==> config.mk <==
export PLATFORM = sky130hd
export DESIGN_NAME = gccn_front
export DESIGN_NICKNAME = d
export VERILOG_FILES = /design/src/rtl/gccn_pkg.sv /design/src/rtl/gccn_front.sv
export SDC_FILE = /design/constraint.sdc
export NUM_CORES = 1
export LEC_CHECK = 0
export BUFFER_PORTS_ARGS = -buffer_cell sky130_fd_sc_hd__buf_4
export CAP_MARGIN = 10
export CELL_PAD_IN_SITES_DETAIL_PLACEMENT = 1
export CELL_PAD_IN_SITES_GLOBAL_PLACEMENT = 1
export CORE_MARGIN = 2
export CORE_UTILIZATION = 25
export DETAILED_ROUTE_END_ITERATION = 8
export PLACE_DENSITY_LB_ADDON = 0.12
export REMOVE_ABC_BUFFERS = 1
export SLEW_MARGIN = 20
export SYNTH_ARGS = -nofsm -noshare
export SYNTH_HDL_FRONTEND = slang
export SYNTH_SLANG_ARGS = --single-unit
==> constraint.sdc <==
create_clock -name clk -period 1.6 [get_ports clk]
set_input_delay 0 -clock clk [delete_from_list [all_inputs] [get_ports clk]]
set_output_delay 0 -clock clk [all_outputs]
set_load 0.01 [all_outputs]
==> src/rtl/gccn_pkg.sv <==
// Shared constants, types and helper functions of the grid compaction unit.
package gccn_pkg;

  localparam int MAX_SIDE   = 64;
  localparam int MAX_NODES  = 4096;
  localparam int SIDE_W     = $clog2(MAX_SIDE);
  localparam int CELLS      = MAX_SIDE * MAX_SIDE;
  localparam int CELL_W     = $clog2(CELLS);
  localparam int NODE_W     = $clog2(MAX_NODES);
  localparam int CNT_W      = NODE_W + 1;
  localparam int DIM_W      = 7;
  localparam int NBR_MAX    = 4;

  localparam int IN_DATA_W  = 32;
  localparam int IN_USER_W  = 3;
  localparam int OUT_DATA_W = 24;
  localparam int OUT_USER_W = 2;
  localparam int CFG_ADDR_W = 1;

  localparam int QDEPTH     = 2;
  localparam int QPTR_W     = $clog2(QDEPTH);

  localparam logic [CFG_ADDR_W-1:0] REG_GRID_WIDTH  = 1'd0;
  localparam logic [CFG_ADDR_W-1:0] REG_GRID_HEIGHT = 1'd1;

  localparam logic [1:0] REQ_LOAD  = 2'd0;
  localparam logic [1:0] REQ_CELL  = 2'd1;
  localparam logic [1:0] REQ_COORD = 2'd2;
  localparam logic [1:0] REQ_NBR   = 2'd3;

  typedef struct packed {
    logic [1:0]        req;
    logic              start;
    logic              blocked;
    logic [SIDE_W-1:0] qx;
    logic [SIDE_W-1:0] qy;
    logic [NODE_W-1:0] node;
  } cmd_t;

  function automatic logic [DIM_W-1:0] eff_dim(input logic [DIM_W-1:0] r);
    return (r > DIM_W'(MAX_SIDE)) ? DIM_W'(MAX_SIDE) : r;
  endfunction

  // Neighbor order +x, -x, +y, -y; a step of -1 is all ones.
  function automatic logic [DIM_W-1:0] step_x(input logic [1:0] k);
    logic [DIM_W-1:0] s;
    unique case (k)
      2'd0:    s = DIM_W'(1);
      2'd1:    s = '1;
      default: s = '0;
    endcase
    return s;
  endfunction

  function automatic logic [DIM_W-1:0] step_y(input logic [1:0] k);
    logic [DIM_W-1:0] s;
    unique case (k)
      2'd2:    s = DIM_W'(1);
      2'd3:    s = '1;
      default: s = '0;
    endcase
    return s;
  endfunction

endpackage

==> src/rtl/gccn_front.sv <==
// Input side: takes request transfers, decodes them and queues them for the back end.
module gccn_front
  import gccn_pkg::*;
(
  input  logic                 clk,
  input  logic                 rst_n,
  input  logic                 hold,
  input  logic                 in_tvalid,
  output logic                 in_tready,
  // cell_blocked[0], query_x[6:1], query_y[12:7], query_node[24:13], zero[31:25]
  input  logic [IN_DATA_W-1:0] in_tdata,
  // req_type[1:0], grid_start[2]
  input  logic [IN_USER_W-1:0] in_tuser,
  output logic                 cmd_valid,
  input  logic                 cmd_ready,
  output cmd_t                 cmd
);

  cmd_t              q_r [QDEPTH];
  logic [QPTR_W-1:0] wr_ptr_r, wr_ptr_nxt;
  logic [QPTR_W-1:0] rd_ptr_r, rd_ptr_nxt;
  logic [QPTR_W:0]   cnt_r, cnt_nxt;
  cmd_t              cmd_in;
  logic              push, pop;

  always_comb begin
    cmd_in.req     = in_tuser[1:0];
    cmd_in.start   = in_tuser[2];
    cmd_in.blocked = in_tdata[0];
    cmd_in.qx      = in_tdata[6:1];
    cmd_in.qy      = in_tdata[12:7];
    cmd_in.node    = in_tdata[24:13];
  end

  assign in_tready = (cnt_r != (QPTR_W+1)'(QDEPTH)) && !hold;
  assign cmd_valid = (cnt_r != '0);
  assign cmd       = q_r[rd_ptr_r];
  assign push      = in_tvalid && in_tready;
  assign pop       = cmd_valid && cmd_ready;

  always_comb begin
    wr_ptr_nxt = push ? wr_ptr_r + 1'b1 : wr_ptr_r;
    rd_ptr_nxt = pop ? rd_ptr_r + 1'b1 : rd_ptr_r;
    cnt_nxt    = cnt_r + (QPTR_W+1)'(push) - (QPTR_W+1)'(pop);
  end

  always_ff @(posedge clk) begin
    if (!rst_n) begin
      wr_ptr_r <= '0;
      rd_ptr_r <= '0;
      cnt_r    <= '0;
    end else begin
      wr_ptr_r <= wr_ptr_nxt;
      rd_ptr_r <= rd_ptr_nxt;
      cnt_r    <= cnt_nxt;
    end
  end

  always_ff @(posedge clk) begin
    if (push) begin
      q_r[wr_ptr_r] <= cmd_in;
    end
  end

endmodule

==> flow_summary.toml <==
[power_and_ir_drop]
fin_total_pwr_uw = 4750
peakVddDrop_mv = 0.556
power.leakage_uw = 0.00133
power.density_nw_per_um2 = 1360

[cells_and_area]
instances_no_fill = 335
fillers = 904
layout_commonest_cell = "buf_4"
syn_to_final_growth_pct = 53.8
drive_above_1_share = 0.427
nets = 264
layout_common_cells = "67 x buf_4, 56 x edfxtp_1, 29 x dlygate4sd3_1, 28 x mux2_1, 9 x clkbuf_8"
diodes = 0

[placement]
port-buffer-count = 62
dp_cells = 289
gp_congestion = 0.702
hpwl_um = 3150

[synth]
avgSynthCellArea_um2 = 19.8
synth_top_family_by_area = "multiplexers"
yosys.area.top_type = "edfxtp_1"
ys_seq_elements = 61
syn_inst = 115
synthAdderAreaFrac = 0.0110
yosys_warnings = 0
synthXorXnorAreaFrac = 0.00771
synth_area_leaders = "edfxtp_1 74%, mux2_1 14%, dfxtp_1 4.4%"
seq_area_frac_synth = 0.784
synth_compound_area_frac = 0.00826
synth_cell_types = 21
synth_simple_gate_area_frac = 0.0330
syn_area_um2 = 2270
muxShareOfSynthArea = 0.139
synth_top_area_frac = 0.740

[floorplan]
ioPinCount = 70
dieWidth_um = 99.3
dieArea_um2 = 9870
rows = 34
start_util = 0.259
die_h_um = 99.3
core_um2 = 8760

[setup_path]
crit_top_cell = "ha_4"
worst-path-buf-inv = 1
path_max_fanout = 3
path_delay_family = "simple AND/OR/NAND/NOR gates"
critPathSlowestCell = "dfxtp_2"
critPathArrivalTime_ps = 1800
worst-setup-path-type = "reg -> reg"
reg2regPathDepth = 9
critPathMaxStageDelay_ps = 330
start_kind = "flip-flop"
timing.rr.start = "cnt_r[1]"
cp-end-kind = "flip-flop"
r2r-end = "cnt_r[1]"
regToRegSetupSlack_ps = 50
critical_path.cell_chain = "nor2b_4 -> nor2_4 -> nand2_2 -> ha_4 -> inv_2 -> ha_4 -> xor2_2 -> and2_4 -> nor3_2"
required_ps = 1850

[clock_tree]
root_buffer = "clkbuf_8"
clock_latency_ps = 330
numCtsBuffers = 9
htreeDepth = 3
cts_tree = "yes"
cts_sinks = 61
clk_pin_slew_ps = 60
ctsLongestPathBuffers = 2

[timing]
skew_ps = 9.54
final_max_slew_viol_count = 0
hold_slack_ps = 106
tightest_slew_ps = 232
setup_viol = 0
hold_violations = 0
setup-tns-final_ps = 0
period_needed_ps = 1550
relSlewSlack = 0.845
min_period_over_period = 0.968
max_freq_ghz = 0.646

[detailed_routing]
vias = 1374
finalWirelength_um = 4760
dr.pass1.iters = 4
drc = 0
postRouteAntennaNets = 0
drt_iter0_drc = 16
via_per_inst = 4.10
routedWlPerCell_um = 14.2

[hold_path]
hold_depth = 4
min_path_type = "in -> reg"
min_to = "wr_ptr_r"
hp-start = "in_tvalid"

[run]
drv_cap = 0

[status]
status = "complete, no violations"

[global_route]
grt-ovfl-total = 0
grt_pass1_vias = 1573
grt_antenna_before_repair = 0
grt_max_degree = 29
grt_usage = 0.105
grt_pass1_wl_um = 7700
[worst max-delay path by stage]
stage	startpoint	to	slack, ps	cells after the start
2_1_floorplan	cnt_r[1]	q_r[1][0]	-250	3
3_3_place_gp	cnt_r[0]	cnt_r[1]	40	9
3_5_place_dp	cnt_r[0]	cnt_r[1]	-130	9
4_1_cts	cnt_r[1]	cnt_r[1]	-60	9
5_1_grt	cnt_r[1]	cnt_r[1]	-10	9
6_report	cnt_r[1]	cnt_r[1]	50	9
[per-stage QoR]
stage                     area [um2]   util  setup slack (ps)
after global placement          2940  0.335              36.6
after floorplan                 2240      -              -249
after global routing            3490  0.399             -14.4
final                           3490  0.399              51.6
after detailed placement        2940  0.335              -126
after CTS                       3450  0.393             -63.9
[routing by layer]
metal  track usage  wire length [um]  vias up
met5             0                 0        -
met4        0.0601               123        0
met3        0.0288               236       12
met2         0.181              2520       35
met1         0.116              1880      678
li1              -                 -      649
[Yosys cell counts (all sizes together)]
master	instances
edfxtp	56
mux2	28
inv	3
or3	1
nor2	4
nor2b	1
o21a	1
xor2	1
nor3	1
nand2b	1
and2	2
a21oi	1
nand2	1
buf	3
dfxtp	5
or2	1
xnor2	1
o21ai	1
and3	1
ha	2
[worst register-to-register path: cells and delay by family, from the launching register on]
kind | cells | cell delay [ps]
xor+xnor | 1 | 140
fa+ha+maj | 2 | 420
buf+inv | 1 | 40
flops | 1 | 330
simple gates | 5 | 550
[state kept, by name, indices dropped and copies added, names as in the netlist, named ones only]
name      flops
cnt_r         2
q_r          56
rd_ptr_r      1
wr_ptr_r      1
[cells by family after synthesis]
logic type               Yosys count
AO/OA/AOI/OAI                      3
flip-flops                        61
adder cells (fa/ha/maj)            2
multiplexers                      28
buffers and inverters              6
XOR/XNOR                           2
AND/OR/NAND/NOR                   13
[cell type report]
type | instances | area (um2) | share of cell area
sequential | 61 | 1790 | 0.511
clock inverter | 5 | 75.1 | 0.0215
clock buffer | 11 | 131 | 0.0376
inverter | 3 | 11.3 | 0.00322
timing repair buffer | 99 | 853 | 0.244
multi-input combinational | 48 | 502 | 0.144
tap | 108 | 135 | 0.0387
[what timing repair did]
item                                    in CTS  in global routing
resized for setup                            4                  9
pin swaps                                    2                  3
endpoints found under the setup margin       1                  1
setup buffers                                1                  0
hold buffers                                29                  0
endpoints found under the hold margin       61                  0
[power breakdown]
part	switching [uW]	leakage, uW	internal, uW
Clock	568	0.000107	870
Sequential	60.8	0.000555	1910
Combinational	605	0.000669	735
Total	1230	0.00133	3520
(Power assumes the default switching activity.)
